### src/rtl/core/aclp_pkg.sv
package aclp_pkg;

  localparam int unsigned HDR_DEPTH = 7;
  localparam logic [7:0]  INS_GET_RESPONSE = 8'hC0;
  localparam logic [16:0] NE_SHORT_MAX = 17'd256;
  localparam logic [16:0] NE_EXT_MAX   = 17'd65536;
  localparam logic [15:0] COUNT_MAX    = 16'hFFFF;
  localparam logic [2:0]  OFF_NONE     = 3'd0;
  localparam logic [2:0]  OFF_SHORT    = 3'd5;
  localparam logic [2:0]  OFF_EXT      = 3'd7;

  // One finished command, as handed from the front to the back.
  typedef struct packed {
    logic [15:0]                 size;
    logic                        sat;
    logic [HDR_DEPTH-1:0][7:0]   hdr;
    logic [7:0]                  prev;
    logic [7:0]                  cur;
  } cmd_rec_t;

  // One decoded result.
  typedef struct packed {
    logic        count_saturated;
    logic        too_short;
    logic        is_get_response;
    logic        is_extended;
    logic [2:0]  data_offset;
    logic [16:0] expected_length;
    logic [15:0] data_length;
    logic [7:0]  param_two;
    logic [7:0]  param_one;
    logic [7:0]  instruction;
    logic [7:0]  class_byte;
  } result_t;

endpackage

### src/rtl/core/apdu_command_length_parser.sv
// Command APDU length parser. Feed one command byte per beat on the slave side,
// with s_tlast high on the final byte; one result beat leaves on the master side
// per command, carrying the header bytes, Nc, Ne (256 for a four-byte command or
// a short Le of zero, 65536 for an extended Le of zero, else 0 when no Le was
// given) and the data offset, plus flags for the extended form, GET RESPONSE, a
// command of fewer than four bytes and a byte count that saturated above 65535.
// The block takes one byte every cycle while the queue has room; the front byte
// counter updates on every byte taken. A result passes through the command queue
// and then the output register, waiting while the master side stalls. The queue
// holds QUEUE_DEPTH finished commands, so bytes keep flowing while results wait.
module apdu_command_length_parser
  import aclp_pkg::*;
#(
  parameter int unsigned QUEUE_DEPTH = 2
) (
  input  logic        clk,
  input  logic        rst,
  input  logic        s_tvalid,
  output logic        s_tready,
  input  logic [7:0]  s_tdata,   // [7:0] data_byte
  input  logic        s_tlast,   // last_byte
  output logic        m_tvalid,
  input  logic        m_tready,
  output logic [71:0] m_tdata,   // [7:0] class_byte, [15:8] instruction,
                                 // [23:16] param_one, [31:24] param_two,
                                 // [47:32] data_length, [64:48] expected_length,
                                 // [67:65] data_offset, [71:68] zero
  output logic [3:0]  m_tuser    // [0] is_extended, [1] is_get_response,
                                 // [2] too_short, [3] count_saturated
);

  cmd_rec_t push_rec;
  cmd_rec_t head;
  logic     push;
  logic     pop;
  logic     full;
  logic     empty;

  // Front: count bytes, hold the header and hand over each finished command.
  aclp_front u_front (
    .clk      (clk),
    .rst      (rst),
    .s_tvalid (s_tvalid),
    .s_tready (s_tready),
    .s_tdata  (s_tdata),
    .s_tlast  (s_tlast),
    .full     (full),
    .push     (push),
    .rec      (push_rec)
  );

  // Queue: decouple byte intake from result delivery.
  aclp_queue #(
    .DEPTH (QUEUE_DEPTH)
  ) u_queue (
    .clk      (clk),
    .rst      (rst),
    .push     (push),
    .push_rec (push_rec),
    .full     (full),
    .pop      (pop),
    .head     (head),
    .empty    (empty)
  );

  // Back: decode the lengths and hold the result until taken.
  aclp_back u_back (
    .clk      (clk),
    .rst      (rst),
    .empty    (empty),
    .head     (head),
    .pop      (pop),
    .m_tvalid (m_tvalid),
    .m_tready (m_tready),
    .m_tdata  (m_tdata),
    .m_tuser  (m_tuser)
  );

endmodule

### src/rtl/core/aclp_front.sv
module aclp_front
  import aclp_pkg::*;
(
  input  logic       clk,
  input  logic       rst,
  input  logic       s_tvalid,
  output logic       s_tready,
  input  logic [7:0] s_tdata,   // [7:0] data_byte
  input  logic       s_tlast,   // last_byte
  input  logic       full,
  output logic       push,
  output cmd_rec_t   rec
);

  logic [15:0]               byte_count, byte_count_next;
  logic [HDR_DEPTH-1:0][7:0] header_bytes, header_bytes_next;
  logic [7:0]                previous_byte;
  logic                      overflow_seen, overflow_seen_next;
  logic                      beat;

  assign s_tready = !full;
  assign beat     = s_tvalid && s_tready;
  assign push     = beat && s_tlast;

  always_comb begin
    header_bytes_next = header_bytes;
    if (byte_count < 16'(HDR_DEPTH)) begin
      header_bytes_next[byte_count[2:0]] = s_tdata;
    end
    if (byte_count == COUNT_MAX) begin
      byte_count_next    = byte_count;
      overflow_seen_next = 1'b1;
    end else begin
      byte_count_next    = byte_count + 16'd1;
      overflow_seen_next = overflow_seen;
    end
    rec.size = byte_count_next;
    rec.sat  = overflow_seen_next;
    rec.hdr  = header_bytes_next;
    rec.prev = previous_byte;
    rec.cur  = s_tdata;
  end

  always_ff @(posedge clk) begin
    if (rst) begin
      byte_count    <= '0;
      header_bytes  <= '0;
      previous_byte <= '0;
      overflow_seen <= 1'b0;
    end else if (beat) begin
      if (s_tlast) begin
        // command ends: clear for the next one
        byte_count    <= '0;
        header_bytes  <= '0;
        previous_byte <= '0;
        overflow_seen <= 1'b0;
      end else begin
        byte_count    <= byte_count_next;
        header_bytes  <= header_bytes_next;
        previous_byte <= s_tdata;
        overflow_seen <= overflow_seen_next;
      end
    end
  end

endmodule

### src/rtl/core/aclp_queue.sv
module aclp_queue
  import aclp_pkg::*;
#(
  parameter int unsigned DEPTH = 2
) (
  input  logic     clk,
  input  logic     rst,
  input  logic     push,
  input  cmd_rec_t push_rec,
  output logic     full,
  input  logic     pop,
  output cmd_rec_t head,
  output logic     empty
);

  localparam int unsigned PTR_W = (DEPTH > 1) ? $clog2(DEPTH) : 1;
  localparam int unsigned CNT_W = $clog2(DEPTH + 1);

  cmd_rec_t               mem [DEPTH];
  logic [PTR_W-1:0]       wr_ptr, rd_ptr;
  logic [CNT_W-1:0]       count;

  assign full  = (count == CNT_W'(DEPTH));
  assign empty = (count == '0);
  assign head  = mem[rd_ptr];

  always_ff @(posedge clk) begin
    if (push) begin
      mem[wr_ptr] <= push_rec;
    end
  end

  always_ff @(posedge clk) begin
    if (rst) begin
      wr_ptr <= '0;
      rd_ptr <= '0;
      count  <= '0;
    end else begin
      if (push) begin
        wr_ptr <= (wr_ptr == PTR_W'(DEPTH - 1)) ? '0 : wr_ptr + PTR_W'(1);
      end
      if (pop) begin
        rd_ptr <= (rd_ptr == PTR_W'(DEPTH - 1)) ? '0 : rd_ptr + PTR_W'(1);
      end
      if (push && !pop) begin
        count <= count + CNT_W'(1);
      end else if (pop && !push) begin
        count <= count - CNT_W'(1);
      end
    end
  end

endmodule

### src/rtl/core/aclp_back.sv
module aclp_back
  import aclp_pkg::*;
(
  input  logic        clk,
  input  logic        rst,
  input  logic        empty,
  input  cmd_rec_t    head,
  output logic        pop,
  output logic        m_tvalid,
  input  logic        m_tready,
  output logic [71:0] m_tdata,   // class_byte, instruction, param_one, param_two,
                                 // data_length, expected_length, data_offset, 4 zero bits
  output logic [3:0]  m_tuser    // is_extended, is_get_response, too_short, count_saturated
);

  result_t     res, res_next;
  logic [16:0] size_ext;
  logic [16:0] w;
  logic [16:0] tail_le;

  assign pop = !empty && (!m_tvalid || m_tready);

  always_comb begin
    res_next = '0;
    size_ext = {1'b0, head.size};
    w        = {1'b0, head.hdr[5], head.hdr[6]};
    tail_le  = {1'b0, head.prev, head.cur};
    if (!head.sat && head.size < 16'd4) begin
      res_next.too_short = 1'b1;
    end else begin
      if (!head.sat && head.size == 16'd4) begin
        res_next.expected_length = NE_SHORT_MAX;
      end else if (!head.sat && head.size == 16'd5) begin
        res_next.expected_length = (head.hdr[4] == 8'd0) ? NE_SHORT_MAX :
                                   {9'd0, head.hdr[4]};
      end else if (head.hdr[4] == 8'd0 && (head.sat || head.size >= 16'd7)) begin
        res_next.is_extended = 1'b1;
        if (!head.sat && head.size == 16'd7) begin
          res_next.expected_length = (w == '0) ? NE_EXT_MAX : w;
        end else begin
          res_next.data_length = w[15:0];
          res_next.data_offset = OFF_EXT;
          if (!head.sat && (w + 17'd9) == size_ext) begin
            res_next.expected_length = (tail_le == '0) ? NE_EXT_MAX : tail_le;
          end
        end
      end else begin
        res_next.data_length = {8'd0, head.hdr[4]};
        res_next.data_offset = OFF_SHORT;
        if (!head.sat && ({9'd0, head.hdr[4]} + 17'd6) == size_ext) begin
          res_next.expected_length = (head.cur == 8'd0) ? NE_SHORT_MAX :
                                     {9'd0, head.cur};
        end
      end
      res_next.class_byte      = head.hdr[0];
      res_next.instruction     = head.hdr[1];
      res_next.param_one       = head.hdr[2];
      res_next.param_two       = head.hdr[3];
      res_next.is_get_response = (head.hdr[1] == INS_GET_RESPONSE);
      res_next.count_saturated = head.sat;
    end
  end

  always_ff @(posedge clk) begin
    if (rst) begin
      m_tvalid <= 1'b0;
    end else if (pop) begin
      m_tvalid <= 1'b1;
    end else if (m_tready) begin
      m_tvalid <= 1'b0;
    end
  end

  always_ff @(posedge clk) begin
    if (pop) begin
      res <= res_next;
    end
  end

  assign m_tdata = {4'd0, res.data_offset, res.expected_length, res.data_length,
                    res.param_two, res.param_one, res.instruction, res.class_byte};
  assign m_tuser = {res.count_saturated, res.too_short, res.is_get_response,
                    res.is_extended};

endmodule

### config.mk
export PLATFORM = sky130hd
export DESIGN_NAME = apdu_command_length_parser
export DESIGN_NICKNAME = d
export VERILOG_FILES = /design/src/rtl/core/aclp_pkg.sv /design/src/rtl/core/apdu_command_length_parser.sv /design/src/rtl/core/aclp_front.sv /design/src/rtl/core/aclp_queue.sv /design/src/rtl/core/aclp_back.sv
export SDC_FILE = /design/constraint.sdc
export NUM_CORES = 1
export LEC_CHECK = 0
export BUFFER_PORTS_ARGS = -buffer_cell sky130_fd_sc_hd__buf_4
export CORE_ASPECT_RATIO = 0.9
export CORE_MARGIN = 4
export CORE_UTILIZATION = 55
export DETAILED_ROUTE_END_ITERATION = 10
export PLACE_DENSITY = 0.76
export SYNTH_ARGS = -nofsm -noshare
export SYNTH_HDL_FRONTEND = slang
export SYNTH_SLANG_ARGS = --single-unit
### constraint.sdc
create_clock -name clk -period 6.22 [get_ports clk]
set_input_delay 1.244 -clock clk [delete_from_list [all_inputs] [get_ports clk]]
set_output_delay 1.244 -clock clk [all_outputs]
set_load 0.02 [all_outputs]
==> impl_metrics.json, run 1 <==
{
  "instances_no_fill": 1582,
  "die_h_um": 164,
  "clock_path_buffers": 3,
  "grt_usage_pct": 22.7,
  "clk_pin_slew_ns": 0.06,
  "wl_um": 34100,
  "synth.avg_cell_area_um2": 13.0,
  "synth_adder_area_share_pct": 0.422,
  "initial_core_util_pct": 56.4,
  "ctsHoldBuffers": 0,
  "syn_inst": 1137,
  "wl_per_cell_um": 21.6,
  "first_iter_violations": 1110,
  "finalInstanceArea_um2": 16800,
  "clock-skew-final_ns": 0.0283,
  "grt_max_degree": 90,
  "core-area_um2": 26300,
  "synth_area_um2": 14800,
  "nets": 1225,
  "irDropWorstVdd_v": 0.000318,
  "crit_buf_inv": 1,
  "p_sw_mw": 2.01,
  "cts_resized": 0,
  "critPathLaunchType": "flop",
  "rsz0062_at_grt": "false",
  "finalHoldViolCount": 0,
  "final_common_cell": "edfxtp_1",
  "required_ns": 6.44,
  "dp_cells": 1518,
  "rows": 56,
  "ys_seq_elements": 336,
  "ys.flop_type": "edfxtp_1",
  "clk_latency_ns": 0.52,
  "drv_cap": 0,
  "dpl_cell_area_um2": 15700,
  "syn2layout_area_growth_pct": 13.6,
  "htreeDepth": 2,
  "grt_pass1_wl_um": 53100,
  "cp_top_family": "simple AND/OR/NAND/NOR gates",
  "slew_headroom_pct": 24.6,
  "ios": 91,
  "final_cell_mix": "edfxtp_1, nor2_1, buf_4",
  "crit_fanout": 55,
  "synthSimpleGateAreaFrac_pct": 10.9,
  "crit_top_cell": "nand2_1",
  "end_kind": "flop",
  "layout-drive-gt1-share_pct": 20.7,
  "cts_tree": "built",
  "p_leak_nw": 5.88,
  "fin_crit_ns": 4.44,
  "tightest_slew_ns": 1.13,
  "hp-class": "reg2reg",
  "hpwl_um": 21600,
  "ys_seq_area_share_pct": 62.2,
  "gp_congestion": 0.888,
  "grt_overflow": 0,
  "synth-edff-count": 249,
  "final.setup.tns_ns": 0,
  "power_density_nw_per_um2": 396,
  "drcViolationCount": 0,
  "crit_chain": "buf_4 > mux2i_1 > nand2_1 > a2111oi_4 > nand2_1 > nor3_2 > or3_1 > o22ai_1",
  "synth-xor-area-share_pct": 3.66,
  "seqPwrFrac_pct": 44.8,
  "antenna_found_initial": 0,
  "vias_per_cell": 6.08,
  "cts_buffers": 35,
  "grt_pass1_vias": 9378,
  "fill_cells": 1925,
  "muxShareOfSynthArea_pct": 11.0,
  "cts_setup_buffers": 0,
  "firstDrtPassIters": 5,
  "num_antenna_cells": 0,
  "die_area_um2": 29600,
  "internal_power_mw": 4.66,
  "cts.sinks": 336,
  "critPathSlowestCell": "dfxtp_4",
  "cp_slowest_stage_delay_ns": 0.87,
  "fmax_mhz": 225,
  "ys.warnings.count": 0,
  "finish.utilization_pct": 64.1,
  "clock_power_share_pct": 31.4,
  "finalSetupViolations": 0,
  "combinationalPowerShare_pct": 23.8,
  "worst_ep_arrival_time_ns": 4.66,
  "worstSetupPathType": "reg2reg",
  "slew_viol_final": 0,
  "switching_share_pct": 30.1,
  "ys_types": 73,
  "die_w_um": 181,
  "vias": 9615,
  "status": "complete, no violations",
  "synth_compound_area_share_pct": 9.21,
  "synth_top_family_by_area": "multiplexers",
  "root_buffer": "clkbuf_16",
  "synthArstFlopShare_pct": 0,
  "min_period_over_period_pct": 71.4,
  "io_buffers": 86,
  "ant_nets": 0
}
-- cell type report --
type                    count  area, um^2  area share (%)
multi-input cells         730        5250            31.1
repair buffers             97         741            4.40
inverters                   7        26.3           0.156
clock buffers              49        1010            5.99
well taps                 348         435            2.58
clock inverters            15         165           0.980
flip-flops and latches    336        9220            54.8
-- power by group through the flow --
stage	Clock (mW)	Combinational, mW	Sequential, mW
after floorplan	0	0.838	3.24
after global placement	0	1.56	3.03
after detailed placement	0	1.59	3.03
after CTS	2.12	1.60	2.99
after global routing	2.23	1.69	3.02
final	2.10	1.58	2.99
-- final timing paths --
| path | from | to | slack [ns] | cells past startpoint |
|---|---|---|---|---|
| setup / recovery | flop | u_back.m_tdata[33] | 1.78 | 8 |
| hold / removal | u_front.previous_byte[4] | u_queue.mem[0][12] | 0.45 | 0 |
| setup reg to reg | flop | u_back.m_tdata[33] | 1.78 | 8 |
| hold reg to reg | u_front.previous_byte[4] | u_queue.mem[0][12] | 0.45 | 0 |
-- kinds of logic after synthesis --
group           count (synthesis)
compound gates                184
fa+ha+maj                       5
xor+xnor                       62
simple gates                  326
flops                         336
other cells                     1
buf+inv                        74
mux                           149
-- per-stage QoR --
step / hold WS (ns) / total power, mW / setup WS [ns]
3_3_place_gp: 0.430 / 4.59 / 1.99
3_5_place_dp: 0.444 / 4.62 / 1.84
5_1_grt: 0.461 / 6.95 / 1.53
2_1_floorplan: 0.425 / 4.08 / 0.332
6_report: 0.454 / 6.67 / 1.78
4_1_cts: 0.453 / 6.71 / 1.85
-- Yosys cell counts (15+ instances only) --
cell,number,area (um^2)
dfxtp_1,87,1740
mux2_2,67,754
nand3_1,21,105
o21ai_0,19,95.1
nor3_1,18,90.1
nand2_1,41,154
a21oi_1,37,185
clkbuf_1,44,165
a22oi_1,66,495
nor2_1,150,563
xor2_1,26,228
nand4_1,15,93.8
edfxtp_1,249,7480
mux2i_1,73,731
xnor2_1,36,315
-- state kept, by name, summed over array words and instances, names as in the netlist, named ones only --
signal,cells
u_queue.mem,178
u_back.m_tdata,67
u_front.header_bytes,56
u_front.byte_count,16
u_front.previous_byte,8
u_back.m_tuser,4
u_queue.count,2
u_back.m_tvalid,1
u_front.overflow_seen,1
u_queue.rd_ptr,1
u_queue.wr_ptr,1
-- routing by layer --
| layer | global-route usage (%) | up-vias | part of all wire [%] |
|---|---|---|---|
| met2 | 35.7 | 374 | 46 |
| met5 | 0 | - | 0 |
| met3 | 4.16 | 84 | 6.7 |
| met1 | 32.1 | 4731 | 44 |
| met4 | 8.22 | 0 | 3.4 |
| li1 | - | 4426 | - |
(Power assumes the default switching activity.)
==> run 2: changes to the inputs <==
Settings changed: ABC_AREA set to 1.
Clock period 6.22 ns to 3.7 ns, I/O delays scaled along.
==> run 2 against run 1 <==
Die area increased by 1.4%. Worst hold slack lost 0.0057 ns. Critical path depth rose by 8. Cell count rose by 30%. Core utilization is 1.1 points lower. Non-clock buffer count grew 1. Register-to-register slack got worse by 1.0 ns. Fmax grew 50%. Power increased by 81%. Design area up 0.81%. Routed wire length up 2.2%. Critical path type unchanged. Critical endpoint is now u_back.m_tdata[54]. Largest cell class unchanged. Largest power group unchanged.
==> impl_metrics.json, run 2 <==
{
  "r2r_setup_slack_ns": 0.74,
  "end_kind": "flop",
  "rsz0062_at_grt": "false",
  "hpwl_um": 22700,
  "final_cell_mix": "nand2_1, edfxtp_1, a21oi_1",
  "status": "complete, no violations",
  "irDropWorstVdd_v": 0.000915,
  "synth_area_um2": 15000,
  "antenna_found_initial": 0,
  "fmax_mhz": 338,
  "die_w_um": 182,
  "gp_congestion": 0.914,
  "whs_path_depth": 1,
  "min_to": "u_queue.mem[0][2]",
  "crit_chain": "buf_12 > nand2_1 > nand2_2 > inv_1 > ha_1 > xor2_1 > nand3_1 > nor2_1 > nand2_1 > nor2_1 > nand3_2 > nor2_4 > nand3_2 > nand2_4 > nand2_2 > a21oi_2",
  "worst_ep_arrival_time_ns": 3.31,
  "die_area_um2": 30100,
  "syn_inst": 1614,
  "syn2layout_area_growth_pct": 12.9,
  "cts_resized": 0,
  "grt_usage_pct": 23.1,
  "r2r_end": "u_back.m_tdata[54]",
  "die_h_um": 165,
  "rows": 57,
  "hp-start": "s_tdata[2]",
  "nets": 1703,
  "reg2reg_depth": 16,
  "num_antenna_cells": 0,
  "cp_slowest_stage_delay_ns": 0.38,
  "fill_cells": 2179,
  "grt_max_degree": 107,
  "largest_reg_flops": 178,
  "synth_common_cells": "nand2_1, edfxtp_1, a21oi_1",
  "tightest_slew_ns": 1.02,
  "core-area_um2": 27000,
  "vias": 11100,
  "ys.flop_type": "edfxtp_1",
  "worstSetupPathType": "reg2reg",
  "synth_area_leader_cell": "edfxtp_1",
  "drcViolationCount": 0,
  "clock-skew-final_ns": 0.0174,
  "cts_setup_buffers": 0,
  "cts_buffers": 34,
  "required_ns": 4.05,
  "hp-class": "in2reg",
  "vias_per_cell": 5.39,
  "ctsHoldBuffers": 0,
  "htreeDepth": 2,
  "final_common_cell": "nand2_1",
  "hold_ws_ns": 0.448,
  "ys_seq_area_share_pct": 61.3,
  "cts.sinks": 336,
  "synth_top_area_share_pct": 49.7,
  "first_iter_violations": 1212,
  "finalHoldViolCount": 0,
  "crit_fanout": 106,
  "layout-drive-gt1-share_pct": 12.9,
  "min_period_over_period_pct": 80.0,
  "io_buffers": 86,
  "synthArstFlopShare_pct": 0,
  "top_register": "u_queue.mem",
  "slew_headroom_pct": 31.9,
  "ios": 91,
  "ys_types": 46,
  "grt_pass1_vias": 10400,
  "grt_pass1_wl_um": 55300,
  "clock_path_buffers": 3,
  "clk_pin_slew_ns": 0.06,
  "multi_input_area_um2": 4810,
  "dpl_cell_area_um2": 15900,
  "initial_core_util_pct": 55.8,
  "ff_latch_area_um2": 9220,
  "clk_latency_ns": 0.51,
  "wl_per_cell_um": 16.9,
  "ys_seq_elements": 336,
  "slew_viol_final": 0,
  "finalSetupViolations": 0,
  "wl_um": 34900,
  "firstDrtPassIters": 5,
  "ant_nets": 0,
  "critPathLaunchType": "flop",
  "critPathSlowestCell": "dfxtp_4",
  "drv_cap": 0,
  "synth.avg_cell_area_um2": 9.32,
  "yosys-top-cells-area": "edfxtp_1, nand2_1, dfxtp_1",
  "power_density_nw_per_um2": 711,
  "p_leak_nw": 6.99,
  "cts_tree": "built",
  "ys.warnings.count": 0,
  "fin_crit_ns": 2.96,
  "synth-edff-count": 249,
  "root_buffer": "clkbuf_16",
  "grt_overflow": 0,
  "synth_most_common_cell": "nand2_1",
  "finalInstanceArea_um2": 17000
}
-- run 2: cell types whose count changed after synthesis, sizes merged, moves of 15 or more --
cell    change
nand2     +479
inv       +174
a21oi     +150
mux2i      -75
mux2       -67
a22oi      -66
o21ai      +37
xnor2      -32
nand3      +23
a211oi     -15
o22ai      -15
xor2       -15
-- run 2: worst max-delay path, delay by kind of cell, from the launching register on --
kind,cells,cell delay (ns)
AND/OR/NAND/NOR,11,1.24
buffers and inverters,2,0.45
flip-flops,1,0.38
adder cells (fa/ha/maj),1,0.31
XOR/XNOR,1,0.20
AO/OA/AOI/OAI,1,0.12
-- run 2: worst max-delay path by stage --
stage | cells past startpoint | endpoint | slack, ns
after global placement | 16 | u_back.m_tdata[54] | 0.83
after CTS | 16 | u_back.m_tdata[54] | 0.74
after detailed placement | 16 | u_back.m_tdata[54] | 0.77
after global routing | 16 | u_back.m_tdata[52] | 0.45
after floorplan | 5 | u_queue.mem[1][0] | -0.30
final | 16 | u_back.m_tdata[54] | 0.74
-- run 2: area by class of cell --
class / instances / share of cell area, %
flip-flops and latches: 336 / 54.3
multi-input cells: 1032 / 28.3
clock buffers: 48 / 5.68
repair buffers: 98 / 4.55
inverters: 183 / 4.07
well taps: 354 / 2.61
clock inverters: 13 / 0.457
-- run 2: report_power, final --
part	leakage [nW]	switching [mW]	internal [mW]
registers	3.07	0.174	4.79
clock network	0.514	1.37	1.83
logic	3.41	2.76	1.16
total	6.99	4.30	7.78
-- run 2: through the flow --
step	util [%]	setup TNS, ns	std cells	setup slack [ns]	power [mW]
6_report	63.0	0	2064	0.740	12.1
5_1_grt	63.0	0	2064	0.450	12.7
4_1_cts	63.0	0	2064	0.735	12.2
3_5_place_dp	59.1	0	2003	0.766	8.96
3_3_place_gp	59.1	0	2003	0.833	8.90
2_1_floorplan	-	-52.64	1617	-0.305	7.68
-- run 2: metal layers --
layer  track usage (%)  wire [um]
met1              33.5      15200
met2              36.8      16300
met3              3.70       2630
met4              6.00        712
met5                 0          0
-- run 2: kinds of logic (layout without fill, tap and decap cells) --
logic type	after synthesis	count (layout)	synth area share, %
muxes	7	7	0.466
other	1	4	0.0249
xor gates and xnor gates	15	15	0.874
DFF	336	336	61.3
adders and majority gates	5	5	0.416
AOI/OAI and AO/OA	252	252	8.91
and+or+nand+nor	749	749	20.9
buffers and inverters	249	342	7.07
==> run 3: changes to the inputs <==
Clock period 3.7 ns to 2.5 ns, I/O delays scaled along.
==> run 3 against run 2 <==
The run now ends with setup timing left. Power grew 65%. Sequential power grew 49%. Die area is the same. Design area grew 8.9%.
==> impl_metrics.json, run 3 (same netlist as run 2, synthesis figures left out) <==
{
  "status": "finished with violations",
  "violations": "setup timing",
  "gp_congestion": 0.965,
  "layout-drive-gt1-share_pct": 21.3,
  "grt_usage_pct": 23.9,
  "critPathLaunchType": "flop",
  "min_to": "u_queue.mem[1][6]",
  "die_w_um": 182,
  "num_antenna_cells": 0,
  "ant_nets": 0,
  "rows": 57,
  "min_period_over_period_pct": 101,
  "required_ns": 2.87,
  "finalSetupViolations": 1,
  "htreeDepth": 2,
  "cts_tree": "built",
  "drcViolationCount": 0,
  "hpwl_um": 24400,
  "nets": 1799,
  "critPathSlowestCell": "dfxtp_4",
  "firstDrtPassIters": 6,
  "die_area_um2": 30100,
  "reg2reg_depth": 15,
  "clock_path_buffers": 3,
  "wl_met2_um": 18100,
  "rsz0062_at_grt": "true",
  "wl_per_cell_um": 17.6,
  "syn2layout_area_growth_pct": 22.9,
  "end_kind": "flop",
  "crit_fanout": 7,
  "cp_slowest_stage_delay_ns": 0.38,
  "grt_max_degree": 82,
  "cts_buffers": 34,
  "r2r_end": "u_back.m_tdata[52]",
  "fill_cells": 1967,
  "pre_cts_slack_ns": 0.0556,
  "highest_layer": "met4",
  "io_buffers": 86,
  "whs_path_depth": 1,
  "irDropWorstVdd_v": 0.000728,
  "initial_core_util_pct": 55.8,
  "p_leak_nw": 7.68,
  "fmax_mhz": 396,
  "grt_overflow": 0,
  "wirelength_met1_um": 15900,
  "worstSetupPathType": "reg2reg",
  "hp-start": "s_tdata[6]",
  "dp_cells": 2071,
  "met3_length_um": 3100,
  "die_h_um": 165,
  "worst_ep_arrival_time_ns": 2.89,
  "core-area_um2": 27000,
  "power_density_nw_per_um2": 1080,
  "dpl_cell_area_um2": 16500,
  "fin_crit_ns": 2.52,
  "wl_um": 38000,
  "first_iter_violations": 1114,
  "ctsHoldBuffers": 0,
  "tightest_slew_ns": 0.901,
  "antenna_found_initial": 0,
  "drv_cap": 0,
  "clock-skew-final_ns": 0.0176,
  "root_buffer": "clkbuf_16",
  "final_cell_mix": "nand2_1, edfxtp_1, a21oi_1",
  "final_common_cell": "nand2_1",
  "ios": 91,
  "vias_per_cell": 5.45,
  "crit_top_cell": "nor2_1",
  "grt_pass1_wl_um": 57400,
  "grt_pass1_vias": 11000,
  "clk_latency_ns": 0.52,
  "crit_chain": "buf_6 > buf_8 > o21ai_4 > ha_4 > xor2_1 > nand3_1 > nor2_1 > nand2_1 > nor2_1 > nand3_2 > nor2_4 > nand3_4 > nand2_8 > nand2_2 > a21oi_2",
  "setup_slack_ns": -0.0223,
  "hp-class": "in2reg",
  "r2r_setup_slack_ns": -0.02,
  "top_register": "u_queue.mem",
  "slew_headroom_pct": 39.9,
  "vias": 11800,
  "largest_reg_flops": 178,
  "cts.sinks": 336,
  "finalHoldViolCount": 0,
  "slew_viol_final": 0,
  "hold_ws_ns": 0.200,
  "clk_pin_slew_ns": 0.06,
  "finalInstanceArea_um2": 18500,
  "instances_no_fill": 2161
}
-- run 3: through the flow --
step                      power, mW  utilization (%)  setup TNS, ns
after floorplan                11.4                -         -26.61
after global placement         13.7             61.4              0
after detailed placement       13.8             61.4              0
after CTS                      19.0             65.6              0
after global routing           20.9             68.6          -2.20
final                          20.0             68.6        -0.0223
-- run 3: power by group --
part,switching [mW],internal (mW),total (mW)
registers,0.291,7.08,7.37
logic,4.68,2.71,7.39
clock network,2.07,3.14,5.21
-- run 3: cell type report --
type | count | area (um^2) | share of cell area, %
sequential | 336 | 9220 | 49.9
tap | 354 | 443 | 2.40
multi-input combinational | 1032 | 5250 | 28.4
timing repair inverter | 1 | 5.00 | 0.0271
timing repair buffer | 193 | 1710 | 9.23
clock buffer | 46 | 926 | 5.01
inverter | 183 | 707 | 3.82
clock inverter | 16 | 223 | 1.20
-- run 3: worst max-delay path by stage --
stage | slack [ns] | endpoint | from
after floorplan | -0.24 | u_queue.count[1] | m_tready
after global placement | 0.08 | u_back.m_tdata[50] | flop
after detailed placement | 0.06 | u_back.m_tdata[52] | flop
after CTS | 0.003 | u_back.m_tdata[52] | flop
after global routing | -0.17 | u_back.m_tdata[52] | flop
final | -0.02 | u_back.m_tdata[52] | flop
-- run 3: repair_timing --
action                                  4_1_cts  5_1_grt
endpoints found under the hold margin         0        0
buffers inserted                              0       23
gates resized for setup                       1      131
endpoints found under the setup margin        1       46
cloned                                        0        6
pin swaps                                     0       24
-- run 3: per-layer routing --
metal	up-vias	track usage, %
met4	0	7.54
li1	5632	-
met3	64	3.11
met2	512	39.1
met5	-	0
met1	5570	33.7
-- run 3: worst max-delay path, delay by kind of cell, from the launching register on --
kind,cells,cell delay (ns)
compound gates,2,0.31
xor+xnor,1,0.15
fa+ha+maj,1,0.23
buf+inv,2,0.26
flops,1,0.38
simple gates,9,1.03
